**src/rtl/core/assert_macros.svh**
```systemverilog
// -----------------------------------------------------------------------------
// Assertion macros
// Shared concurrent assertion wrappers, clocked on clk and disabled in reset.
// -----------------------------------------------------------------------------
`ifndef ASSERT_MACROS_SVH
`define ASSERT_MACROS_SVH

// A property that must hold at every rising edge outside reset.
`define MIQ_ASSERT(label, prop, msg) \
    label: assert property (@(posedge clk) disable iff (!rst_n) (prop)) else $error(msg);

// An implication from a condition to a consequence in the following cycle.
`define MIQ_ASSERT_NEXT(label, cond, cons, msg) \
    label: assert property (@(posedge clk) disable iff (!rst_n) (cond) |=> (cons)) \
        else $error(msg);

`endif

```
**src/rtl/core/miq_pkg.sv**
```systemverilog
// -----------------------------------------------------------------------------
// Middle insert queue package
// Widths, operation and status codes, and the command word shared by the cells.
// -----------------------------------------------------------------------------
package miq_pkg;

    localparam int DATA_W       = 64;
    localparam int FUNC_W       = 2;
    localparam int STATUS_W     = 2;
    localparam int CAPACITY_DEF = 1024;

    typedef logic signed [DATA_W-1:0] data_t;
    typedef logic [FUNC_W-1:0]        func_t;
    typedef logic [STATUS_W-1:0]      status_t;

    localparam func_t FUNC_APPEND = 2'd0;
    localparam func_t FUNC_POP    = 2'd1;
    localparam func_t FUNC_MIDDLE = 2'd2;

    localparam status_t STATUS_OK    = 2'd0;
    localparam status_t STATUS_EMPTY = 2'd1;
    localparam status_t STATUS_FULL  = 2'd2;

    typedef enum logic [1:0] {
        CELL_HOLD,
        CELL_LOAD,
        CELL_INSERT,
        CELL_SHIFT
    } cell_op_t;

    typedef struct packed {
        cell_op_t op;
        data_t    value;
    } cell_cmd_t;

endpackage

```
**src/rtl/core/miq_cell.sv**
```systemverilog
// -----------------------------------------------------------------------------
// Middle insert queue cell
// Holds one queue entry and takes a new value from the command or a neighbour.
// -----------------------------------------------------------------------------
module miq_cell #(
    parameter int CNT_W = 11,
    parameter int IDX   = 0
) (
    input  logic               clk,
    input  miq_pkg::cell_cmd_t cmd,
    input  logic [CNT_W-1:0]   pos,
    input  miq_pkg::data_t     left_data,
    input  miq_pkg::data_t     right_data,
    output miq_pkg::data_t     data
);
    import miq_pkg::*;

    localparam logic [CNT_W-1:0] MY_IDX = CNT_W'(IDX);

    data_t data_reg;
    data_t data_next;

    always_comb
    begin
        data_next = data_reg;
        unique case (cmd.op)
            CELL_HOLD:
            begin
                data_next = data_reg;
            end
            CELL_LOAD:
            begin
                if (MY_IDX == pos)
                begin
                    data_next = cmd.value;
                end
            end
            CELL_INSERT:
            begin
                if (MY_IDX == pos)
                begin
                    data_next = cmd.value;
                end
                else if (MY_IDX > pos)
                begin
                    data_next = left_data;
                end
            end
            CELL_SHIFT:
            begin
                data_next = right_data;
            end
        endcase
    end

    always_ff @(posedge clk)
    begin
        data_reg <= data_next;
    end

    assign data = data_reg;

endmodule

```
**config.mk**
```make
export PLATFORM = sky130hd
export DESIGN_NAME = miq_cell
export DESIGN_NICKNAME = d
export VERILOG_FILES = /design/src/rtl/core/assert_macros.svh /design/src/rtl/core/miq_pkg.sv /design/src/rtl/core/miq_cell.sv
export SDC_FILE = /design/constraint.sdc
export NUM_CORES = 1
export LEC_CHECK = 0
export ABC_CLOCK_PERIOD_IN_PS = 11400
export BUFFER_PORTS_ARGS = -buffer_cell sky130_fd_sc_hd__buf_2
export CAP_MARGIN = 20
export CORE_MARGIN = 2
export CORE_UTILIZATION = 51
export CTS_BUF_LIST = sky130_fd_sc_hd__clkbuf_8
export CTS_CLUSTER_SIZE = 25
export DETAILED_ROUTE_END_ITERATION = 6
export GPL_ROUTABILITY_DRIVEN = 0
export PLACE_DENSITY = 0.89
export SLEW_MARGIN = 30
export SYNTH_ARGS = -nofsm -noshare
export SYNTH_HDL_FRONTEND = slang
export SYNTH_SLANG_ARGS = --single-unit
```
**constraint.sdc**
```tcl
create_clock -name clk -period 11.4 [get_ports clk]
set_input_delay 1.14 -clock clk [delete_from_list [all_inputs] [get_ports clk]]
set_output_delay 1.14 -clock clk [all_outputs]
set_load 0.03 [all_outputs]
```
==> results of run 1 <==
[final cells by class]
type                       instances  share of cell area [%]
clock inverter                     7                   0.943
sequential                        64                    29.0
clock buffer                       9                    1.87
inverter                           2                   0.113
multi-input combinational        393                    44.4
timing repair buffer             277                    21.2
tap                              133                    2.51
[worst paths after layout]
path	slack, ns	cells past startpoint	endpoint
worst max-delay path	7.34	7	data[38]
worst min-delay path	1.21	3	data[51]
[stage by stage]
stage               instances  worst slack (ns)  instance area, um2
floorplan                 529              4.10                5160
global placement          869              7.11                6450
detailed placement        869              7.05                6450
CTS                       885              7.41                6640
global route              885              7.22                6640
finish                    885              7.34                6640
[cell families after synthesis]
family | synth area share, %
AO/OA/AOI/OAI | 28.0
flip-flops | 37.3
AND/OR/NAND/NOR | 28.6
buffers and inverters | 6.16
[layout by cell type, fill, tap and decap left out, types with 2 or more instances in the layout]
cell type / instances
a221oi_2: 48
clkinvlp_4: 2
o311ai_0: 63
nor2_1: 64
nand2b_1: 126
clkbuf_8: 9
nor4_1: 63
clkinv_1: 2
inv_1: 2
buf_4: 9
edfxtp_1: 64
nand2_1: 2
clkinv_2: 2
a221oi_1: 15
buf_2: 268
or4_2: 2
[synth_stat cells, drive strengths merged]
cell	number	area share [%]
nor4	63	7.6
clkbuf	57	4.1
buf	13	1.9
a221oi	63	17
nand3	1	0.097
nand2b	127	15
edfxtp	64	37
nor3	1	0.097
o21ai	2	0.19
nand2	2	0.15
or2	1	0.12
o311ai	63	11
o311a	1	0.19
inv	2	0.15
or4	3	0.44
o221ai	1	0.17
o2111ai	1	0.17
nor2	64	4.7
[report_power, final]
group / switching [W] / leakage (nW) / internal [W] / total, W
clock network: 0.0000915 / 0.0901 / 0.0000988 / 0.000190
logic: 0.000115 / 1.75 / 0.0000753 / 0.000190
registers: 0.00000565 / 0.585 / 0.000283 / 0.000289
total: 0.000212 / 2.42 / 0.000457 / 0.000669
[worst min-delay path, cell delays in order]
cell,delay (ns)
buf_2,0.10
nand2b_1,0.08
a221oi_2,0.06
[per-layer routing]
metal,GRT usage (%),up-vias,part of all wire (%)
met5,0,-,0
met4,13.5,0,3.5
met3,4.68,58,8.9
met2,53.2,385,52
met1,35.0,2644,36
li1,-,2563,-
==> metrics.yaml, run 1 <==
yosys_warnings: 0
track_usage_pct: 29.8
cts_buffer_depth: 2
routed_wl_um: 16900
tightest_slew_ns: 1.00
slew_viol_final: 0
seqCellArea_um2: 1920
yosys_register_bits: 64
drc: 0
drive_above_1_share_pct: 46.0
cp.arrival_ns: 4.01
grt_setup_unrepaired: "no"
die_height_um: 105
core_area_um2: 9770
multi_input_area_um2: 2940
die_w_um: 105
viasPerCell: 6.38
crit_path_max_incr_delay_ns: 0.68
wl_per_cell_um: 19.1
post-cts-setup-buffer-count: 0
cts_resized: 0
yosysUniqueCellTypes: 21
max-cap-violations: 0
first_pass_iters: 5
period_needed_ns: 4.06
hp-class: "input port to flip-flop"
fmax_mhz: 246
ant_nets: 0
power.leakage_nw: 2.42
cp-end-kind: "flip-flop"
cts_max_level: 3
cts-hold-fix-buffers: 0
clk_pin_slew_worst_paths_ns: 0.08
area_growth_pct: 28.7
cts_tree: "built"
largest_reg_flops: 64
cts-root-buf: "clkbuf_8"
cp_cell_sequence: "buf_2 > or4_2 > buf_4 > or2_4 > buf_4 > o21ai_4 > buf_4"
io_pins: 270
crit_top_cell: "buf_4"
crit_buf_inv: 4
rows: 36
synthCells: 529
syn_nets: 735
cp-start-kind: "input port"
numCtsBuffers: 9
drtIter0Drc: 510
critical-path-top-delay-family: "buffers and inverters"
power_density_nw_per_um2: 101
hpwl_um: 11500
fin_util_pct: 67.9
overflow: 0
slew_headroom_pct: 33.1
finalCritPeriodShare_pct: 35.6
critPathMaxFanout: 65
antenna_found_initial: 0
min_from: "cmd[51]"
fillers: 771
grt_pass1_wl_um: 26500
start_util_pct: 52.8
outcome: "finished clean"
cts_sinks: 64
antenna_cells: 0
required_ns: 11.35
yosysSeqAreaShare_pct: 37.3
ir_drop_mv: 0.0578
crit_type: "input port to flip-flop"
synth.avg_cell_area_um2: 9.75
cp-startpoint: "pos[4]"
vias: 5650
p_total_w: 0.000669
portBuffers: 269
nets: 953
cp_slowest_cell: "buf_4"
grt_pass1_vias: 5430
grt_max_degree: 95
setup-tns-final_ns: 0
netlist_area_um2: 5160
dieArea_um2: 10900
holdWs_ns: 1.21
setup_viol: 0
hold_viol: 0
Note: power is estimated with default switching activity, not from simulation.
==> run 2: changes to the inputs <==
--- a/config.mk
+++ b/config.mk
@@ -5,16 +5,16 @@
 export SDC_FILE = /design/constraint.sdc
 export NUM_CORES = 1
 export LEC_CHECK = 0
-export ABC_CLOCK_PERIOD_IN_PS = 11400
+export ABC_CLOCK_PERIOD_IN_PS = 3600
 export BUFFER_PORTS_ARGS = -buffer_cell sky130_fd_sc_hd__buf_2
 export CAP_MARGIN = 20
 export CORE_MARGIN = 2
-export CORE_UTILIZATION = 51
+export CORE_UTILIZATION = 43
 export CTS_BUF_LIST = sky130_fd_sc_hd__clkbuf_8
 export CTS_CLUSTER_SIZE = 25
 export DETAILED_ROUTE_END_ITERATION = 6
 export GPL_ROUTABILITY_DRIVEN = 0
-export PLACE_DENSITY = 0.89
+export PLACE_DENSITY = 0.8
 export SLEW_MARGIN = 30
 export SYNTH_ARGS = -nofsm -noshare
 export SYNTH_HDL_FRONTEND = slang
==> constraint.sdc (replaced) <==
create_clock -name clk -period 3.6 [get_ports clk]
set_input_delay 0.36 -clock clk [delete_from_list [all_inputs] [get_ports clk]]
set_output_delay 0.36 -clock clk [all_outputs]
set_load 0.03 [all_outputs]
==> metrics.yaml, run 2 (synthesized netlist as in run 1, its figures left out) <==
outcome: "finished clean"
portBuffers: 269  # unchanged
cp-start-kind: "input port"
setup_viol: 0  # unchanged
cts_tree: "built"
period_needed_ns: 2.18
first_pass_iters: 5  # unchanged
cts_max_level: 3  # unchanged
crit_path_max_incr_delay_ns: 0.67  # about the same
slew_headroom_pct: 33.8  # +0.72 points
grt_pass1_vias: 5598  # +3.1%
whs_path_depth: 3  # unchanged
holdPathEnd: "data[24]"
cp.arrival_ns: 2.31  # -1.70 ns
cts_resized: 0  # unchanged
antenna_cells: 0  # unchanged
wl_met2_um: 9050  # +3.8%
cts-root-buf: "clkbuf_8"
power_density_nw_per_um2: 316  # +210%
hold_viol: 0  # unchanged
antenna_found_initial: 0  # unchanged
critical-path-top-delay-family: "simple AND/OR/NAND/NOR gates"
start_util_pct: 44.6  # -8.2 points
drc: 0  # unchanged
crit_type: "input port to flip-flop"
fillers: 1005  # +30%
area_growth_pct: 29.1
io_pins: 270  # unchanged
layout_commonest_cell: "buf_2"
ant_nets: 0  # unchanged
drive_above_1_share_pct: 46.0  # about the same
critPathMaxFanout: 64  # -1.5%
viasPerCell: 6.26  # -1.9%
largest_reg_flops: 64  # unchanged
overflow: 0  # unchanged
cp-end-kind: "flip-flop"
grt_setup_unrepaired: "no"
cp_slowest_cell: "or4_2"
p_total_w: 0.00210  # +210%
cp.depth: 5  # -2
finalCritPeriodShare_pct: 60.5
die_height_um: 114  # +8.6%
cp_cell_sequence: "buf_2 > or4_2 > or2_4 > buf_4 > a221oi_1"
clk_pin_slew_worst_paths_ns: 0.07  # about the same
required_ns: 3.73  # -7.62 ns
wl_per_cell_um: 20.1  # +5.2%
post-cts-setup-buffer-count: 0  # unchanged
seqCellArea_um2: 1920  # unchanged
drtIter0Drc: 559  # +9.6%
multi_input_area_um2: 2940  # unchanged
dieArea_um2: 12900  # +18%
min_from: "cmd[24]"
fmax_mhz: 459
routed_wl_um: 18000  # +6.7%
max-cap-violations: 0  # unchanged
ir_drop_mv: 0.169  # +190%
grt_max_degree: 77  # -19%
slew_viol_final: 0  # unchanged
wl_met3_um: 1560  # +3.9%
core_area_um2: 11600  # +18%
wl_met1_um: 6830  # +13%
grt_pass1_wl_um: 27700  # +4.5%
hp-class: "input port to flip-flop"
setup-tns-final_ns: 0  # unchanged
numCtsBuffers: 9  # unchanged
nets: 956  # +0.31%
vias: 5615  # -0.62%
most-common-layout-cells: "268 x buf_2, 126 x nand2b_1, 64 x nor2_1, 64 x edfxtp_1"
power.leakage_nw: 2.44  # +0.66%
rows: 39  # +8.3%
track_usage_pct: 26.7  # -3.0 points
tightest_slew_ns: 0.993  # -0.0107 ns
crit_buf_inv: 2  # -2
cts-hold-fix-buffers: 0  # unchanged
hpwl_um: 12400  # +8.1%
cts_buffer_depth: 2  # unchanged
routed.top_layer: "met4"
cp-startpoint: "pos[5]"
die_w_um: 114  # +8.6%
cts_sinks: 64  # unchanged
run 2: worst max path at each step:
stage                          end  slack [ns]
after global placement    data[45]        1.11
after CTS                  data[1]        1.38
final                     data[40]        1.42
after floorplan            data[0]        0.04
after global routing       data[1]        1.34
after detailed placement  data[33]        1.08
run 2: power breakdown:
part           internal (W)  switching, W  leakage [nW]
Combinational      0.000241      0.000370          1.76
Clock              0.000307      0.000271        0.0914
Sequential         0.000896     0.0000199         0.585
Total               0.00144      0.000661          2.44
run 2: area by class of cell:
type	instances	share of cell area (%)
inverters	2	0.113
multi-input cells	393	44.2
flip-flops and latches	64	28.9
clock inverters	6	0.770
repair buffers	280	21.5
well taps	143	2.69
clock buffers	9	1.86
run 2: layer usage:
| layer | vias to the layer above | GRT usage [%] |
|---|---|---|
| met2 | 361 | 47.3 |
| li1 | 2562 | - |
| met3 | 47 | 4.36 |
| met4 | 0 | 12.0 |
| met1 | 2645 | 32.0 |
| met5 | - | 0 |
run 2: stage by stage:
| step | cell area, um2 | utilization [%] | cells | hold WS, ns | setup slack (ns) |
|---|---|---|---|---|---|
| final | 6660 | 57.6 | 897 | 0.436 | 1.42 |
| after CTS | 6660 | 57.6 | 897 | 0.416 | 1.38 |
| after floorplan | 5160 | - | 529 | 0.618 | 0.0419 |
| after global placement | 6480 | 56.0 | 882 | 0.752 | 1.11 |
| after detailed placement | 6480 | 56.1 | 882 | 0.772 | 1.08 |
| after global routing | 6660 | 57.6 | 897 | 0.420 | 1.34 |
==> run 3: changes to the inputs <==
--- a/config.mk
+++ b/config.mk
@@ -5,16 +5,16 @@
 export SDC_FILE = /design/constraint.sdc
 export NUM_CORES = 1
 export LEC_CHECK = 0
-export ABC_CLOCK_PERIOD_IN_PS = 3600
+export ABC_CLOCK_PERIOD_IN_PS = 2200
 export BUFFER_PORTS_ARGS = -buffer_cell sky130_fd_sc_hd__buf_2
 export CAP_MARGIN = 20
 export CORE_MARGIN = 2
-export CORE_UTILIZATION = 43
+export CORE_UTILIZATION = 47
 export CTS_BUF_LIST = sky130_fd_sc_hd__clkbuf_8
 export CTS_CLUSTER_SIZE = 25
 export DETAILED_ROUTE_END_ITERATION = 6
 export GPL_ROUTABILITY_DRIVEN = 0
-export PLACE_DENSITY = 0.8
+export PLACE_DENSITY = 0.83
 export SLEW_MARGIN = 30
 export SYNTH_ARGS = -nofsm -noshare
 export SYNTH_HDL_FRONTEND = slang
==> constraint.sdc (replaced) <==
create_clock -name clk -period 2.2 [get_ports clk]
set_input_delay 0.22 -clock clk [delete_from_list [all_inputs] [get_ports clk]]
set_output_delay 0.22 -clock clk [all_outputs]
set_load 0.03 [all_outputs]
==> metrics.yaml, run 3 (synthesized netlist as in run 1, its figures left out) <==
fin_util_pct: 62.6  # +5.0 points
ant_nets: 0  # unchanged
crit_type: "input port to flip-flop"
tightest_slew_ns: 0.766  # -0.227 ns
largest_reg_flops: 64  # unchanged
finalCritPeriodShare_pct: 84.9
cts_max_level: 3  # unchanged
vias: 5617  # +0.036%
p_sw_w: 0.00109  # +65%
dieArea_um2: 11800  # -8.2%
p_clk_share_pct: 27.9  # +0.5 points
track_usage_pct: 28.4  # +1.7 points
routed_wl_um: 17400  # -3.1%
cp-end-kind: "flip-flop"
most-common-layout-cells: "268 x buf_2, 126 x nand2b_1, 64 x nor2_1, 64 x edfxtp_1"
fmax_mhz: 535
start_util_pct: 47.8  # +3.2 points
grt_pass1_vias: 5437  # -2.9%
post-cts-setup-buffer-count: 0  # unchanged
clk_pin_slew_worst_paths_ns: 0.07  # about the same
cp.arrival_ns: 1.93  # -0.38 ns
first_pass_iters: 5  # unchanged
switching_share_pct: 31.5  # +0.051 points
grt_pass1_wl_um: 26400  # -4.5%
pwr-share-comb_pct: 28.9  # about the same
hpwl_um: 11900  # -3.8%
drive_above_1_share_pct: 46.4  # +0.37 points
io_pins: 270  # unchanged
grt_setup_unrepaired: "no"
area_growth_pct: 31.0
cp-start-kind: "input port"
slew_viol_final: 0  # unchanged
dpl.cell_count: 887  # +0.57%
critPathMaxFanout: 64  # unchanged
antenna_found_initial: 2  # +2
holdWs_ns: 0.280  # -0.156 ns
layout_commonest_cell: "buf_2"
viasPerCell: 6.21  # -0.74%
p_total_w: 0.00346  # +64%
hp-class: "input port to flip-flop"
slew_headroom_pct: 48.9  # +15 points
setup_viol: 0  # unchanged
cts_resized: 0  # unchanged
overflow: 0  # unchanged
grt_max_degree: 69  # -10%
cts-hold-fix-buffers: 0  # unchanged
portBuffers: 269  # unchanged
numCtsBuffers: 9  # unchanged
wl_per_cell_um: 19.3  # -3.9%
cts-root-buf: "clkbuf_8"
power.leakage_nw: 2.49  # +2.1%
power_density_nw_per_um2: 512  # +62%
rows: 38  # -2.6%
intPower_w: 0.00237  # +64%
cts_buffer_depth: 2  # unchanged
die_w_um: 109  # -4.2%
max-cap-violations: 0  # unchanged
nets: 964  # +0.84%
fillers: 935  # -7.0%
die_height_um: 109  # -4.2%
ir_drop_mv: 0.332  # +96%
p_seq_share_pct: 43.2  # -0.3 points
outcome: "finished clean"
hold_viol: 0  # unchanged
drtIter0Drc: 477  # -15%
period_needed_ns: 1.87
core_area_um2: 10800  # -6.7%
cts_sinks: 64  # unchanged
cts_tree: "built"
finalInstanceArea_um2: 6760  # +1.4%
final-instance-count-excl-fill: 904  # +0.78%
required_ns: 2.26  # -1.47 ns
placed_area_um2: 6580  # +1.4%
drc: 0  # unchanged
-- run 3: worst max-delay path: stages --
cell and delay, ns:
buf_2 0.10, or4_2 0.67, buf_4 0.37, nor4_1 0.46, a221oi_2 0.07
-- run 3: stage by stage --
stage               TNS [ns]  setup slack, ns
floorplan             -35.68           -0.557
global placement           0           0.0750
detailed placement         0           0.0169
CTS                        0            0.381
global route               0            0.234
finish                     0            0.332
-- run 3: power by group through the flow --
stage	Sequential [W]	Clock [W]	Combinational, W
floorplan	0.00171	0	0.000402
global placement	0.00152	0	0.000967
detailed placement	0.00152	0	0.000996
CTS	0.00149	0.000976	0.000999
global route	0.00150	0.00104	0.00108
finish	0.00149	0.000965	0.00100
-- run 3: area by class of cell --
| class | count | area (um2) | share of cell area (%) |
|---|---|---|---|
| repair buffers | 288 | 1530 | 22.6 |
| flip-flops and latches | 64 | 1920 | 28.4 |
| clock buffers | 9 | 124 | 1.83 |
| well taps | 140 | 175 | 2.59 |
| clock inverters | 7 | 53.8 | 0.796 |
| inverters | 2 | 7.51 | 0.111 |
| diodes | 1 | 2.50 | 0.0370 |
| multi-input cells | 393 | 2940 | 43.5 |
-- run 3: per-layer routing --
layer	track usage, %	share of wire (%)
met2	49.7	50
met3	4.96	8.2
met1	34.2	39
met4	12.5	2.5
met5	0	0.092
-- run 3: path summary, 6_finish.rpt --
kind	startpoint	end	depth (start not counted)
max	pos[4]	data[24]	5
min	left_data[47]	data[47]	3
