==> config.mk <==
export PLATFORM = sky130hd
export DESIGN_NAME = miq_ctrl_flat
export DESIGN_NICKNAME = d
export VERILOG_FILES = /design/src/rtl/core/miq_pkg.sv /design/src/rtl/core/miq_if.sv /design/src/rtl/core/miq_ctrl.sv /design/src/flat_wrapper.sv
export VERILOG_INCLUDE_DIRS = /design/src /design/src/rtl/core
export SDC_FILE = /design/constraint.sdc
export NUM_CORES = 1
export LEC_CHECK = 0
export ABC_AREA = 1
export BUFFER_PORTS_ARGS = -buffer_cell sky130_fd_sc_hd__buf_2
export CORE_ASPECT_RATIO = 2
export CORE_MARGIN = 4
export CORE_UTILIZATION = 47
export CTS_CLUSTER_SIZE = 10
export DETAILED_ROUTE_END_ITERATION = 8
export HOLD_SLACK_MARGIN = 0.1
export PLACE_DENSITY = 0.89
export SYNTH_ARGS = -nofsm -noshare
export SYNTH_HDL_FRONTEND = slang
export SYNTH_SLANG_ARGS = --single-unit
==> constraint.sdc <==
create_clock -name clk -period 5.3 [get_ports clk]
set_clock_uncertainty 0.2 [all_clocks]
set_input_delay 1.06 -clock clk [delete_from_list [all_inputs] [get_ports clk]]
set_output_delay 1.06 -clock clk [all_outputs]
set_load 0.01 [all_outputs]
==> src/rtl/core/assert_macros.svh <==
// -----------------------------------------------------------------------------
// Assertion macros
// Shared concurrent assertion wrappers, clocked on clk and disabled in reset.
// -----------------------------------------------------------------------------
`ifndef ASSERT_MACROS_SVH
`define ASSERT_MACROS_SVH

// A property that must hold at every rising edge outside reset.
`define MIQ_ASSERT(label, prop, msg) \
    label: assert property (@(posedge clk) disable iff (!rst_n) (prop)) else $error(msg);

// An implication from a condition to a consequence in the following cycle.
`define MIQ_ASSERT_NEXT(label, cond, cons, msg) \
    label: assert property (@(posedge clk) disable iff (!rst_n) (cond) |=> (cons)) \
        else $error(msg);

`endif

==> src/rtl/core/miq_pkg.sv <==
// -----------------------------------------------------------------------------
// Middle insert queue package
// Widths, operation and status codes, and the command word shared by the cells.
// -----------------------------------------------------------------------------
package miq_pkg;

    localparam int DATA_W       = 64;
    localparam int FUNC_W       = 2;
    localparam int STATUS_W     = 2;
    localparam int CAPACITY_DEF = 1024;

    typedef logic signed [DATA_W-1:0] data_t;
    typedef logic [FUNC_W-1:0]        func_t;
    typedef logic [STATUS_W-1:0]      status_t;

    localparam func_t FUNC_APPEND = 2'd0;
    localparam func_t FUNC_POP    = 2'd1;
    localparam func_t FUNC_MIDDLE = 2'd2;

    localparam status_t STATUS_OK    = 2'd0;
    localparam status_t STATUS_EMPTY = 2'd1;
    localparam status_t STATUS_FULL  = 2'd2;

    typedef enum logic [1:0] {
        CELL_HOLD,
        CELL_LOAD,
        CELL_INSERT,
        CELL_SHIFT
    } cell_op_t;

    typedef struct packed {
        cell_op_t op;
        data_t    value;
    } cell_cmd_t;

endpackage

==> src/rtl/core/miq_if.sv <==
// -----------------------------------------------------------------------------
// Middle insert queue channels
// Request and response handshake interfaces with source and sink modports.
// -----------------------------------------------------------------------------
interface miq_req_if;
    import miq_pkg::*;

    logic  valid;
    logic  ready;
    func_t func;
    data_t value;

    modport source (output valid, output func, output value, input ready);
    modport sink   (input valid, input func, input value, output ready);
endinterface

interface miq_rsp_if;
    import miq_pkg::*;

    logic    valid;
    logic    ready;
    data_t   front_value;
    status_t status;

    modport source (output valid, output front_value, output status, input ready);
    modport sink   (input valid, input front_value, input status, output ready);
endinterface

==> src/rtl/core/miq_ctrl.sv <==
// -----------------------------------------------------------------------------
// Middle insert queue control
// Registers requests, tracks the fill count, drives the cell row and responses.
// -----------------------------------------------------------------------------
`include "assert_macros.svh"

module miq_ctrl #(
    parameter int CAPACITY = miq_pkg::CAPACITY_DEF,
    parameter int CNT_W    = $clog2(CAPACITY + 1)
) (
    input  logic               clk,
    input  logic               rst_n,
    miq_req_if.sink            req,
    miq_rsp_if.source          rsp,
    input  miq_pkg::data_t     front_data,
    output miq_pkg::cell_cmd_t cell_cmd,
    output logic [CNT_W-1:0]   cell_pos
);
    import miq_pkg::*;

    localparam logic [CNT_W-1:0] CAP = CNT_W'(CAPACITY);

    logic             cmd_valid_reg;
    logic             cmd_valid_next;
    func_t            cmd_func_reg;
    data_t            cmd_value_reg;
    logic [CNT_W-1:0] count_reg;
    logic [CNT_W-1:0] count_next;
    logic             rsp_valid_reg;
    logic             rsp_valid_next;
    data_t            rsp_data_reg;
    data_t            rsp_data_next;
    status_t          rsp_status_reg;
    status_t          rsp_status_next;

    logic             is_insert;
    logic             full;
    logic             empty;
    logic             needs_rsp;
    logic             exec;
    logic [CNT_W:0]   n_plus;

    assign is_insert = (cmd_func_reg == FUNC_APPEND) || (cmd_func_reg == FUNC_MIDDLE);
    assign full      = (count_reg == CAP);
    assign empty     = (count_reg == '0);
    assign needs_rsp = (cmd_func_reg == FUNC_POP) || (is_insert && full);
    assign exec      = cmd_valid_reg && (!needs_rsp || !rsp_valid_reg || rsp.ready);
    assign n_plus    = {1'b0, count_reg} + {{CNT_W{1'b0}}, 1'b1};

    assign req.ready = !cmd_valid_reg;

    always_comb
    begin
        cmd_valid_next = cmd_valid_reg;
        if (exec)
        begin
            cmd_valid_next = 1'b0;
        end
        else if (req.valid && req.ready)
        begin
            cmd_valid_next = 1'b1;
        end
    end

    always_comb
    begin
        cell_cmd.op    = CELL_HOLD;
        cell_cmd.value = cmd_value_reg;
        cell_pos       = count_reg;
        count_next     = count_reg;
        if (exec)
        begin
            priority if (is_insert && !full)
            begin
                count_next = count_reg + {{(CNT_W-1){1'b0}}, 1'b1};
                if (cmd_func_reg == FUNC_APPEND)
                begin
                    cell_cmd.op = CELL_LOAD;
                end
                else
                begin
                    cell_cmd.op = CELL_INSERT;
                    cell_pos    = n_plus[CNT_W:1];
                end
            end
            else if (cmd_func_reg == FUNC_POP && !empty)
            begin
                cell_cmd.op = CELL_SHIFT;
                count_next  = count_reg - {{(CNT_W-1){1'b0}}, 1'b1};
            end
            else
            begin
                cell_cmd.op = CELL_HOLD;
            end
        end
    end

    always_comb
    begin
        rsp_valid_next  = rsp_valid_reg;
        rsp_data_next   = rsp_data_reg;
        rsp_status_next = rsp_status_reg;
        if (exec && needs_rsp)
        begin
            rsp_valid_next = 1'b1;
            priority if (is_insert)
            begin
                rsp_data_next   = '0;
                rsp_status_next = STATUS_FULL;
            end
            else if (empty)
            begin
                rsp_data_next   = '0;
                rsp_status_next = STATUS_EMPTY;
            end
            else
            begin
                rsp_data_next   = front_data;
                rsp_status_next = STATUS_OK;
            end
        end
        else if (rsp.ready)
        begin
            rsp_valid_next = 1'b0;
        end
    end

    always_ff @(posedge clk or negedge rst_n)
    begin
        if (!rst_n)
        begin
            cmd_valid_reg <= 1'b0;
            count_reg     <= '0;
            rsp_valid_reg <= 1'b0;
        end
        else
        begin
            cmd_valid_reg <= cmd_valid_next;
            count_reg     <= count_next;
            rsp_valid_reg <= rsp_valid_next;
        end
    end

    always_ff @(posedge clk)
    begin
        if (req.valid && req.ready)
        begin
            cmd_func_reg  <= req.func;
            cmd_value_reg <= req.value;
        end
        rsp_data_reg   <= rsp_data_next;
        rsp_status_reg <= rsp_status_next;
    end

    assign rsp.valid       = rsp_valid_reg;
    assign rsp.front_value = rsp_data_reg;
    assign rsp.status      = rsp_status_reg;

    `MIQ_ASSERT(a_count_bound, count_reg <= CAP, "Fill count exceeds the capacity.")
    `MIQ_ASSERT(a_rsp_zero, !rsp_valid_reg || rsp_status_reg == STATUS_OK || rsp_data_reg == '0,
                "A failed response carries a non-zero value.")
    `MIQ_ASSERT_NEXT(a_pop_count, exec && cmd_func_reg == FUNC_POP && !empty,
                     count_reg == $past(count_reg) - {{(CNT_W-1){1'b0}}, 1'b1},
                     "A successful pop did not lower the fill count by one.")
    `MIQ_ASSERT_NEXT(a_full_hold, exec && is_insert && full,
                     count_reg == $past(count_reg) && rsp_status_reg == STATUS_FULL,
                     "An insert into a full queue changed the fill count.")

endmodule
==> src/flat_wrapper.sv <==
// flat-port wrapper written by rule: the top's interface ports become plain ports
module miq_ctrl_flat import miq_pkg::*;
#(
    parameter int CAPACITY = miq_pkg::CAPACITY_DEF,
    parameter int CNT_W    = $clog2(CAPACITY + 1)
)
  (clk, rst_n, front_data, cell_cmd, cell_pos, req_valid, req_func, req_value, req_ready, rsp_valid, rsp_front_value, rsp_status, rsp_ready);
  miq_req_if req_i ();
  miq_rsp_if rsp_i ();
  input  logic clk;
  input  logic rst_n;
  input  miq_pkg::data_t front_data;
  output miq_pkg::cell_cmd_t cell_cmd;
  output logic [CNT_W-1:0] cell_pos;
  input wire logic [$bits(req_i.valid)-1:0] req_valid;
  input wire logic [$bits(req_i.func)-1:0] req_func;
  input wire logic [$bits(req_i.value)-1:0] req_value;
  output wire logic [$bits(req_i.ready)-1:0] req_ready;
  output wire logic [$bits(rsp_i.valid)-1:0] rsp_valid;
  output wire logic [$bits(rsp_i.front_value)-1:0] rsp_front_value;
  output wire logic [$bits(rsp_i.status)-1:0] rsp_status;
  input wire logic [$bits(rsp_i.ready)-1:0] rsp_ready;
  assign req_i.valid = req_valid;
  assign req_i.func = req_func;
  assign req_i.value = req_value;
  assign req_ready = req_i.ready;
  assign rsp_valid = rsp_i.valid;
  assign rsp_front_value = rsp_i.front_value;
  assign rsp_status = rsp_i.status;
  assign rsp_i.ready = rsp_ready;
  miq_ctrl #(.CAPACITY(CAPACITY), .CNT_W(CNT_W)) u_core (.clk(clk), .rst_n(rst_n), .req(req_i), .rsp(rsp_i), .front_data(front_data), .cell_cmd(cell_cmd), .cell_pos(cell_pos));
endmodule
==> summary.json, run 1 <==
{
  "clock_sink_count": 145,
  "rsz_0062_raised_after_global_routing": "false",
  "dr.first_iter.drc_count": 266,
  "core_area_um2": 12600,
  "routed_via_density": 4.83,
  "cp_max_fo": 21,
  "netlist.area_leader.share": 0.661,
  "wl_mm": 16.7,
  "clock_tree.buffer_depth": 2,
  "clockPowerShare": 0.280,
  "critical_path_class": "reg -> out",
  "wl_per_cell_um": 17.4,
  "finalSetupTns_ns": 0,
  "io-pin-count": 279,
  "post_synth_main_area_contributors": "edfxtp_1 66%, inv_1 5.8%, nand2_1 5.6%, nor2_1 5.5%, dfrtp_1 5.4%",
  "synth.most_common_cell": "edfxtp_1",
  "place_ws_ns": 1.87,
  "initial_cell_density_of_the_core": 0.478,
  "period_share": 0.736,
  "power.leakage_nw": 3.93,
  "synthesis.area_per_instance_um2": 11.8,
  "max_slew_violations": 0,
  "max_cap_violations": 0,
  "syn_inst": 506,
  "synthTopCellsByCount": "132 x edfxtp_1, 92 x inv_1, 90 x nand2_1",
  "insertion_delay_ns": 0.41,
  "reg2regPathDepth": 12,
  "synth.largest_area_cell": "edfxtp_1",
  "synth_edf_count": 132,
  "resized_gates_after_cts": 0,
  "grt-ovfl-total": 0,
  "share_comb_of_total_power": 0.302,
  "setup_viols_final": 0,
  "tritoncts": "built",
  "cts-root-buf": "clkbuf_16",
  "rows": 58,
  "seq_area_frac_synth": 0.715,
  "dp_hpwl_mm": 13.1,
  "critical_path.startpoint_type": "flip-flop",
  "final_core_utilization": 0.644,
  "number_of_antenna_violations_at_the_first_check_in_global_routing": 3,
  "slew_headroom": 0.410,
  "timing.critical_path.arrival_ns": 2.64,
  "synthDistinctLibCells": 29,
  "die_outline_area_um2": 14700,
  "worstSetupEndpointType": "output port",
  "synth-async-reset-ratio": 0.0897,
  "timing.final.crit_period_ns": 3.90,
  "irDropWorstVdd_mv": 0.373,
  "mappedNetlistArea_um2": 6000,
  "vias": 4621,
  "seqPwrFrac": 0.419,
  "crit_path_start": "u_core.count_reg[0]",
  "max_slew.worst_pin.slew_ns": 0.884,
  "layout-area-overhead-vs-synth_pct": 34.9,
  "critical_path.endpoint": "cell_pos[6]",
  "holdCritPathClass": "in -> async",
  "grt_pass1_wl_mm": 25.1,
  "gpl.final_weighted_congestion": 0.895,
  "cts_clock_pin_slew_for_the_worst_setup_and_hold_paths_ns": 0.07,
  "cts_post_setup_buffers_inserted": 0,
  "finalNetCount": 939,
  "stdcell_count": 957,
  "first_pass_iters": 4,
  "power-per-cell-area_nw_per_um2": 503,
  "intPower_w": 0.00261,
  "drive_gt1_frac": 0.402,
  "number_of_placed_cells_counting_well_taps": 924,
  "post-route-drc-count": 0,
  "dieHeight_um": 168,
  "setup_ws_ns": 1.40,
  "net-switching-power_w": 0.00145,
  "net_switching_fraction_of_the_power": 0.357,
  "reg_to_reg_critical_path_startpoint": "u_core.count_reg[0]",
  "finalHoldViolCount": 0,
  "main_synth_ff_type": "edfxtp_1",
  "fmax_mhz": 256,
  "worst-endpoint-required_ns": 4.04,
  "portBuffers": 278,
  "cts_htree_levels": 4,
  "yosys_register_bits": 145,
  "die_x_um": 87.9,
  "grt_pass1_vias": 4771,
  "ys.warnings.count": 0,
  "cts_hold_repair.buffers": 0,
  "cts_made_buffers": 17,
  "rrSetupSlack_ns": 1.98,
  "outcome": "finished clean",
  "postRouteAntennaNets": 0,
  "reg2reg_to": "u_core.rsp.front_value[43]",
  "globalRouteTotalUtil": 0.230,
  "synthesis.nets": 652,
  "grt_start_max_net_pins": 43
}
-- worst min-delay path by stage --
stage / to / depth (start not counted)
4_1_cts: u_core.count_reg[10] / 1
3_3_place_gp: u_core.count_reg[10] / 2
5_1_grt: u_core.count_reg[8] / 1
2_1_floorplan: u_core.count_reg[10] / 2
3_5_place_dp: u_core.count_reg[10] / 2
6_report: u_core.count_reg[9] / 1
-- metal layers --
metal | vias up | track usage | part of all wire | wire (um)
met5 | - | 0 | 0.0014 | 23
met4 | 4 | 0.0895 | 0.031 | 511
met3 | 43 | 0.0931 | 0.11 | 1820
met2 | 251 | 0.425 | 0.55 | 9220
met1 | 2122 | 0.218 | 0.31 | 5120
li1 | 2201 | - | - | -
-- area by class of cell --
cell class	instances	area [um^2]
repair buffers	281	1410
clock buffers	18	429
well taps	150	188
inverters	92	345
clock inverters	14	144
multi-input cells	256	1270
diodes	1	2.50
flip-flops and latches	145	4290
fillers	982	4470
-- layout by cell type, fill, tap and decap left out, types with 5 or more instances in the layout --
cell type / netlist / final
ha_1: 11 / 11
inv_1: 92 / 91
xor2_1: 12 / 12
buf_2: 8 / 278
nand2_1: 90 / 89
clkbuf_16: 0 / 17
dfrtp_1: 13 / 13
o21ai_0: 8 / 8
nor2_1: 88 / 87
edfxtp_1: 132 / 132
nand3_1: 14 / 14
inv_6: 0 / 5
a21oi_1: 6 / 6
-- logic make-up (layout without fill, tap and decap cells) --
kind of cell / count (synthesis) / in the layout / share of synthesized area
other: 0 / 1 / 0
xor gates and xnor gates: 16 / 16 / 0.0234
adders and majority gates: 12 / 12 / 0.0263
buffers and inverters: 105 / 405 / 0.0737
and+or+nand+nor: 207 / 207 / 0.142
AOI/OAI and AO/OA: 21 / 21 / 0.0194
DFF: 145 / 145 / 0.715
-- critical path, stage by stage (launching register included) --
cell	delay, ns
dfrtp_1	0.53
inv_1	0.13
ha_1	0.23
nand2_1	0.09
nor2_2	0.06
nand2_2	0.08
nand2_4	0.16
nor2_2	0.17
nand3_2	0.31
o21ai_0	0.30
buf_2	0.17
-- power by group through the flow --
| stage | sequential, W | combinational (W) | clock, W |
|---|---|---|---|
| final | 0.00170 | 0.00123 | 0.00114 |
| after detailed placement | 0.00172 | 0.00122 | 0 |
| after global routing | 0.00172 | 0.00137 | 0.00123 |
| after CTS | 0.00170 | 0.00123 | 0.00116 |
| after floorplan | 0.00178 | 0.000709 | 0 |
| after global placement | 0.00171 | 0.00118 | 0 |
-- metrics by stage --
stage / power (W) / hold slack (ns) / instance area, um^2
finish: 0.00406 / 0.345 / 8090
global route: 0.00432 / 0.330 / 8090
CTS: 0.00409 / 0.333 / 8080
detailed placement: 0.00294 / 0.378 / 7510
global placement: 0.00290 / 0.378 / 7510
floorplan: 0.00249 / 0.327 / 6000
Power figures use the tool's default switching activity.
==> run 2, diff against run 1 <==
Settings changed: ABC_AREA 1 to 0, CORE_UTILIZATION 47 to 46, PLACE_DENSITY 0.89 to 0.88.
Clock period 5.3 ns to 3.7 ns, I/O delays scaled along.
==> run 2 against run 1 <==
- routed wire length down 4.1%
- largest cell class unchanged
- non-clock buffer count increased by 8
- sequential share of layout area rose by 0.72 points
- area after synthesis is 3.9% lower
- largest power group unchanged
- core utilization increased by 1.0 points
==> summary.json, run 2 <==
{
  "number_of_antenna_violations_at_the_first_check_in_global_routing": {"value": 0, "change": "was 3"},
  "post_synth_main_area_contributors": {"value": "edfxtp_1 69%, and2_1 7.3%, dfrtp_1 5.6%, ha_1 2.4%, nand2_1 1.2%", "change": "was edfxtp_1 66%, inv_1 5.8%, nand2_1 5.6%, nor2_1 5.5%, dfrtp_1 5.4%"},
  "max_cap_violations": {"value": 0, "change": "unchanged"},
  "worstSetupEndpointType": {"value": "output port", "change": "unchanged"},
  "max_slew.worst_pin.slew": {"value": 0.526, "unit": "ns", "change": "was 0.884 ns"},
  "layout.cells.most_common": {"value": "buf_2", "change": "unchanged"},
  "grt_pass1_wl": {"value": 23.5, "unit": "mm", "change": "was 25.1 mm"},
  "cts-root-buf": {"value": "clkbuf_16", "change": "unchanged"},
  "synth-async-reset-ratio": {"value": 0.0897, "change": "unchanged"},
  "timing.critical_path.arrival": {"value": 2.55, "unit": "ns", "change": "was 2.64 ns"},
  "fmax_mhz": 286,
  "rsz_0062_raised_after_global_routing": {"value": "false", "change": "unchanged"},
  "irDropWorstVdd": {"value": 0.420, "unit": "mV", "change": "was 0.373 mV"},
  "gpl.final_weighted_congestion": {"value": 0.870, "change": "was 0.895"},
  "netlist.area_leader.share": {"value": 0.688, "change": "was 0.661"},
  "setup_viols_final": {"value": 0, "change": "unchanged"},
  "clock_tree.buffer_depth": {"value": 2, "change": "unchanged"},
  "vias": {"value": 4242, "change": "was 4621"},
  "grt_pass1_vias": {"value": 4322, "change": "was 4771"},
  "synthesis.nets": {"value": 524, "change": "was 652"},
  "wl_per_cell": {"value": 19.3, "unit": "um", "change": "was 17.4 um"},
  "wl": {"value": 16.0, "unit": "mm", "change": "was 16.7 mm"},
  "finalSetupTns": {"value": 0, "unit": "ns", "change": "unchanged"},
  "final_area": {"value": 7980, "unit": "um^2", "change": "was 8090 um^2"},
  "portBuffers": {"value": 278, "change": "unchanged"},
  "power.leakage": {"value": 3.44, "unit": "nW", "change": "was 3.93 nW"},
  "outcome": {"value": "finished clean", "change": "unchanged"},
  "main_synth_ff_type": {"value": "edfxtp_1", "change": "unchanged"},
  "layout.cells.most_common_list": {"value": "278 x buf_2, 132 x edfxtp_1, 67 x and2_1", "change": "was 278 x buf_2, 132 x edfxtp_1, 91 x inv_1"},
  "insertion_delay": {"value": 0.41, "unit": "ns", "change": "about the same"},
  "cts_made_buffers": {"value": 17, "change": "unchanged"},
  "critical_path.startpoint_type": {"value": "flip-flop", "change": "unchanged"},
  "core_area": {"value": 12200, "unit": "um^2", "change": "was 12600 um^2"},
  "die_x": {"value": 87.1, "unit": "um", "change": "was 87.9 um"},
  "globalRouteTotalUtil": {"value": 0.215, "change": "was 0.230"},
  "io-pin-count": {"value": 279, "change": "unchanged"},
  "grt_start_max_net_pins": {"value": 66, "change": "was 43"},
  "synth.largest_area_cell": {"value": "edfxtp_1", "change": "unchanged"},
  "dieHeight": {"value": 166, "unit": "um", "change": "was 168 um"},
  "worst-endpoint-required": {"value": 2.76, "unit": "ns", "change": "was 4.04 ns"},
  "timing.final.crit_period_ns": 3.49,
  "grt-ovfl-total": {"value": 0, "change": "unchanged"},
  "holdCritPathClass": {"value": "in -> reg", "change": "was in -> async"},
  "seq_area_frac_synth": {"value": 0.745, "change": "was 0.715"},
  "postRouteAntennaNets": {"value": 0, "change": "unchanged"},
  "die_outline_area": {"value": 14500, "unit": "um^2", "change": "was 14700 um^2"},
  "power-per-cell-area": {"value": 613, "unit": "nW/um^2", "change": "was 503 nW/um^2"},
  "drive_gt1_frac": {"value": 0.482, "change": "was 0.402"},
  "synth.most_common_cell": {"value": "edfxtp_1", "change": "unchanged"},
  "post-route-drc-count": {"value": 0, "change": "unchanged"},
  "first_pass_iters": {"value": 4, "change": "unchanged"},
  "synthDistinctLibCells": {"value": 48, "change": "was 29"},
  "clock_sink_count": {"value": 145, "change": "unchanged"},
  "layout-area-overhead-vs-synth": {"value": 38.5, "unit": "%", "change": "was 34.9%"},
  "yosys_register_bits": {"value": 145, "change": "unchanged"},
  "finalHoldViolCount": {"value": 0, "change": "unchanged"},
  "finalNetCount": {"value": 817, "change": "was 939"},
  "cts_clock_pin_slew_for_the_worst_setup_and_hold_paths": {"value": 0.07, "unit": "ns", "change": "about the same"},
  "detailed_place.area": {"value": 7340, "unit": "um^2", "change": "was 7510 um^2"},
  "setup_ws": {"value": 0.209, "unit": "ns", "change": "was 1.40 ns"},
  "n_antenna_cell": {"value": 0, "change": "was 1"},
  "place_ws": {"value": 0.196, "unit": "ns", "change": "was 1.87 ns"},
  "rrSetupSlack": {"value": 0.28, "unit": "ns", "change": "was 1.98 ns"},
  "dp_hpwl": {"value": 12.3, "unit": "mm", "change": "was 13.1 mm"},
  "synthTopCellsByCount": {"value": "132 x edfxtp_1, 67 x and2_1, 19 x nand2_1", "change": "was 132 x edfxtp_1, 92 x inv_1, 90 x nand2_1"},
  "cts_htree_levels": {"value": 4, "change": "unchanged"},
  "dr.first_iter.drc_count": {"value": 161, "change": "was 266"},
  "synthesis.area_per_instance": {"value": 15.2, "unit": "um^2", "change": "was 11.8 um^2"},
  "period_share": 0.943,
  "critical_path_class": {"value": "reg -> out", "change": "unchanged"},
  "routed_via_density": {"value": 5.10, "change": "was 4.83"},
  "initial_cell_density_of_the_core": {"value": 0.472, "change": "was 0.478"},
  "mappedNetlistArea": {"value": 5760, "unit": "um^2", "change": "was 6000 um^2"},
  "ys.warnings.count": {"value": 0, "change": "unchanged"},
  "slew_headroom": {"value": 0.640, "change": "was 0.410"},
  "tritoncts": {"value": "built", "change": "unchanged"},
  "rows": {"value": 57, "change": "was 58"},
  "max_slew_violations": {"value": 0, "change": "unchanged"},
  "cp_max_fo": {"value": 18, "change": "was 21"},
  "synth_edf_count": {"value": 132, "change": "unchanged"},
  "syn_inst": {"value": 378, "change": "was 506"}
}
==> run 2: changes by cell type in the layout (fill, tap and decap cells not counted), moves of 6 or more <==
cell and delta:
inv_1 -83, nor2_1 -72, nand2_1 -70, and2_1 +67, a21oi_1 +8, buf_4 +6
xor2_1 -6
==> run 2: power by group <==
group / switching (W) / internal [W]
registers: 0.000144 / 0.00195
clock network: 0.000708 / 0.00102
logic: 0.000608 / 0.000463
==> run 2: layout make-up <==
class	instances	area (um^2)
sequential	145	4290
clock inverter	15	171
timing repair buffer	289	1490
inverter	9	37.5
clock buffer	17	425
fill	906	4220
multi-input combinational	209	1380
tap	147	184
==> run 2: cell families after synthesis <==
kind of cell             Yosys count  share of synthesized area
XOR/XNOR                           8                     0.0122
multiplexers                       5                    0.00891
flip-flops                       145                      0.745
adder cells (fa/ha/maj)           12                     0.0274
AO/OA/AOI/OAI                     53                     0.0589
buffers and inverters             24                     0.0196
AND/OR/NAND/NOR                  131                      0.128
==> run 2: stage by stage <==
step           power [W]  instances  utilization  hold WS [ns]
3_3_place_gp     0.00315        795        0.602         0.358
4_1_cts          0.00492        828        0.652         0.290
2_1_floorplan    0.00276        378            -         0.244
3_5_place_dp     0.00318        795        0.602         0.370
5_1_grt          0.00513        831        0.654         0.282
6_report         0.00489        831        0.654         0.306
==> run 2: worst paths after layout <==
path                                          start                       end  depth (start not counted)
worst max-delay path            u_core.count_reg[4]               cell_pos[9]                          7
worst min-delay path                  req_value[51]  u_core.cmd_value_reg[51]                          1
worst max register to register  u_core.count_reg[0]       u_core.count_reg[7]                         12
worst min register to register     u_core.rsp.valid          u_core.rsp.valid                          2
max in group asynchronous                     rst_n       u_core.count_reg[8]                          2
min in group asynchronous                     rst_n       u_core.count_reg[0]                          2
==> run 2: layer usage <==
layer	wire length, um	part of all wire	up-vias	global-route usage
met5	0	0	-	0
met4	331	0.021	0	0.0688
met3	1070	0.067	17	0.0447
met2	8920	0.56	196	0.389
met1	5680	0.35	2057	0.247
li1	-	-	1972	-
==> run 2: worst max-delay path: stages (launching register included) <==
cell and delay [ns]:
dfrtp_1 0.47, nor4_2 0.51, and4_1 0.32, a21oi_2 0.13, and3_4 0.29, o311ai_0 0.12
o211ai_2 0.13, buf_2 0.16
==> run 2: timing repair <==
item                       4_1_cts  5_1_grt
hold buffers                     1        0
gates resized for setup          0        1
setup endpoints to repair        0        5
buffers inserted                 0        3
hold endpoints to repair        13        0
==> run 3, diff against run 2 <==
Settings changed: REMOVE_ABC_BUFFERS set to 1.
==> run 3 against run 2 <==
- sequential cell count unchanged
- die area unchanged
- first-iteration DRC count increased by 26%
- worst setup slack got worse by 0.039 ns
- core utilization decreased by 0.26 points
- non-clock buffer count decreased by 1
- count of clock-buffer cells in the layout unchanged
- sequential power about the same
- global-route usage increased by 0.11 points
- critical path type unchanged
- critical endpoint is now cell_pos[0]
==> summary.json, run 3 (synthesized netlist as in run 2, its figures left out) <==
{
  "critical_path.startpoint_type": {"value": "flip-flop", "change": "unchanged"},
  "drive_gt1_frac": {"value": 0.483, "change": "was 0.482"},
  "first_pass_iters": {"value": 4, "change": "unchanged"},
  "tritoncts": {"value": "built", "change": "unchanged"},
  "initial_cell_density_of_the_core": {"value": 0.472, "change": "unchanged"},
  "cts_made_buffers": {"value": 17, "change": "unchanged"},
  "cp_max_fo": {"value": 18, "change": "unchanged"},
  "grt_use_met2": {"value": 0.395, "change": "was 0.389"},
  "slew_headroom": {"value": 0.628, "change": "was 0.640"},
  "wl": {"value": 16.1, "unit": "mm", "change": "was 16.0 mm"},
  "worst-endpoint-required": {"value": 2.76, "unit": "ns", "change": "about the same"},
  "die_x": {"value": 87.1, "unit": "um", "change": "unchanged"},
  "gpl.final_weighted_congestion": {"value": 0.882, "change": "was 0.870"},
  "crit_chain": {"value": "nor4_2, and4_1, a21oi_4, and3_4, o21ai_1, buf_2", "change": "was nor4_2, and4_1, a21oi_2, and3_4, o311ai_0, o211ai_2, buf_2"},
  "portBuffers": {"value": 278, "change": "unchanged"},
  "layout-area-overhead-vs-synth": {"value": 38.0, "unit": "%", "change": "was 38.5%"},
  "crit_slowest_cell": {"value": "dfrtp_1", "change": "was nor4_2"},
  "power.leakage": {"value": 3.42, "unit": "nW", "change": "was 3.44 nW"},
  "final_area": {"value": 7950, "unit": "um^2", "change": "was 7980 um^2"},
  "globalRouteTotalUtil": {"value": 0.216, "change": "was 0.215"},
  "grt_start_max_net_pins": {"value": 66, "change": "unchanged"},
  "finalHoldViolCount": {"value": 0, "change": "unchanged"},
  "dieHeight": {"value": 166, "unit": "um", "change": "unchanged"},
  "dr.first_iter.drc_count": {"value": 203, "change": "was 161"},
  "setup_viols_final": {"value": 0, "change": "unchanged"},
  "fmax": {"value": 283, "unit": "MHz", "change": "was 286 MHz"},
  "grt.met3_usage": {"value": 0.0521, "change": "was 0.0447"},
  "hold_path_depth": {"value": 1, "change": "unchanged"},
  "cts-root-buf": {"value": "clkbuf_16", "change": "unchanged"},
  "place_ws": {"value": 0.243, "unit": "ns", "change": "was 0.196 ns"},
  "max_slew.worst_pin.slew": {"value": 0.557, "unit": "ns", "change": "was 0.526 ns"},
  "clock_sink_count": {"value": 145, "change": "unchanged"},
  "cts_htree_levels": {"value": 4, "change": "unchanged"},
  "worst_path_dominant_cell_family": {"value": "simple AND/OR/NAND/NOR gates", "change": "unchanged"},
  "layout.cells.most_common_list": {"value": "278 x buf_2, 132 x edfxtp_1, 67 x and2_1", "change": "unchanged"},
  "detailed_place.area": {"value": 7320, "unit": "um^2", "change": "was 7340 um^2"},
  "rrSetupSlack": {"value": 0.27, "unit": "ns", "change": "was 0.28 ns"},
  "die_outline_area": {"value": 14500, "unit": "um^2", "change": "unchanged"},
  "max_cap_violations": {"value": 0, "change": "unchanged"},
  "grt_pass1_wl": {"value": 23.6, "unit": "mm", "change": "was 23.5 mm"},
  "timing.final.crit_period": {"value": 3.53, "unit": "ns", "change": "was 3.49 ns"},
  "global_route.usage.met1": {"value": 0.225, "change": "was 0.247"},
  "critical_path_depth": {"value": 6, "change": "was 7"},
  "layout.cells.most_common": {"value": "buf_2", "change": "unchanged"},
  "reg2reg_to": {"value": "u_core.count_reg[10]", "change": "was u_core.count_reg[7]"},
  "irDropWorstVdd": {"value": 0.441, "unit": "mV", "change": "was 0.420 mV"},
  "fillers": {"value": 908, "change": "was 906"},
  "clock_tree.buffer_depth": {"value": 2, "change": "unchanged"},
  "io-pin-count": {"value": 279, "change": "unchanged"},
  "critical_path.endpoint": {"value": "cell_pos[0]", "change": "was cell_pos[9]"},
  "total_power": {"value": 0.00479, "unit": "W", "change": "was 0.00489 W"},
  "dp_hpwl": {"value": 12.5, "unit": "mm", "change": "was 12.3 mm"},
  "max_slew_violations": {"value": 0, "change": "unchanged"},
  "cts_clock_pin_slew_for_the_worst_setup_and_hold_paths": {"value": 0.06, "unit": "ns", "change": "was 0.07 ns"},
  "crit_path_start": {"value": "u_core.count_reg[4]", "change": "unchanged"},
  "worstSetupEndpointType": {"value": "output port", "change": "unchanged"},
  "grt-busiest-layer": {"value": "met2", "change": "unchanged"},
  "period_share": {"value": 0.954, "change": "was 0.943"},
  "worst_stage_delay_on_the_critical_path": {"value": 0.48, "unit": "ns", "change": "was 0.51 ns"},
  "rsz_0062_raised_after_global_routing": {"value": "false", "change": "unchanged"},
  "postRouteAntennaNets": {"value": 0, "change": "unchanged"},
  "outcome": {"value": "finished clean", "change": "unchanged"},
  "holdCritPathClass": {"value": "in -> reg", "change": "unchanged"},
  "critical_path_class": {"value": "reg -> out", "change": "unchanged"},
  "rows": {"value": 57, "change": "unchanged"},
  "core_area": {"value": 12200, "unit": "um^2", "change": "unchanged"},
  "grt_pass1_vias": {"value": 4342, "change": "was 4322"},
  "finalNetCount": {"value": 817, "change": "unchanged"},
  "vias": {"value": 4229, "change": "was 4242"},
  "reg_to_reg_critical_path_startpoint": {"value": "u_core.count_reg[0]", "change": "unchanged"},
  "power-per-cell-area": {"value": 603, "unit": "nW/um^2", "change": "was 613 nW/um^2"},
  "reg2regPathDepth": {"value": 13, "change": "was 12"},
  "grt-ovfl-total": {"value": 0, "change": "unchanged"},
  "setup_ws": {"value": 0.171, "unit": "ns", "change": "was 0.209 ns"},
  "number_of_antenna_violations_at_the_first_check_in_global_routing": {"value": 4, "change": "was 0"},
  "critical_path_buf_inv_count": {"value": 1, "change": "unchanged"},
  "insertion_delay": {"value": 0.40, "unit": "ns", "change": "was 0.41 ns"},
  "routed_via_density": {"value": 5.08, "change": "was 5.10"},
  "timing.critical_path.arrival": {"value": 2.59, "unit": "ns", "change": "was 2.55 ns"},
  "post-route-drc-count": {"value": 0, "change": "unchanged"},
  "wl_per_cell": {"value": 19.3, "unit": "um", "change": "about the same"}
}
==> run 3: worst min path at each step <==
stage	end	slack, ns	start
after global placement	u_core.rsp.valid	0.36	u_core.rsp.valid
after global routing	u_core.cmd_value_reg[23]	0.29	req_value[23]
after floorplan	u_core.cmd_valid_reg	0.24	rst_n
after CTS	u_core.cmd_value_reg[23]	0.29	req_value[23]
after detailed placement	u_core.count_reg[0]	0.39	u_core.count_reg[0]
final	u_core.cmd_func_reg[0]	0.31	req_func[0]
==> run 3: final cells by class <==
type                    count  area (um^2)  area share
inverters                   9         37.5     0.00472
well taps                 147          184      0.0231
diodes                      2         5.00    0.000630
repair inverters            1         5.00    0.000630
flip-flops and latches    145         4290       0.540
clock buffers              17          425      0.0535
repair buffers            288         1470       0.185
clock inverters            14          143      0.0179
multi-input cells         209         1390       0.175
==> run 3: power breakdown <==
part           internal [W]  total [W]  leakage, nW  switching, W
clock network      0.000943    0.00162        0.270      0.000678
logic              0.000449    0.00106         1.74      0.000609
registers           0.00195    0.00211         1.40      0.000162
total               0.00334    0.00479         3.42       0.00145
==> run 3: stage by stage <==
step                std cells  utilization  hold WS, ns  TNS [ns]
finish                    832        0.652        0.308         0
CTS                       826        0.648        0.288         0
global placement          794        0.601        0.363         0
floorplan                 363            -        0.244    -45.37
global route              831        0.651        0.287         0
detailed placement        794        0.601        0.390         0
==> run 3: per-layer routing <==
| metal | share of wire | vias to the layer above |
|---|---|---|
| met5 | 0.0016 | - |
| met4 | 0.034 | 4 |
| met3 | 0.072 | 40 |
| met2 | 0.56 | 202 |
| met1 | 0.33 | 2010 |
| li1 | - | 1973 |
==> run 3: repair_timing <==
| item | 4_1_cts | 5_1_grt |
|---|---|---|
| gates resized for setup | 0 | 2 |
| hold buffers | 1 | 0 |
| hold endpoints to repair | 13 | 0 |
| setup buffers | 0 | 3 |
| endpoints found under the setup margin | 0 | 3 |
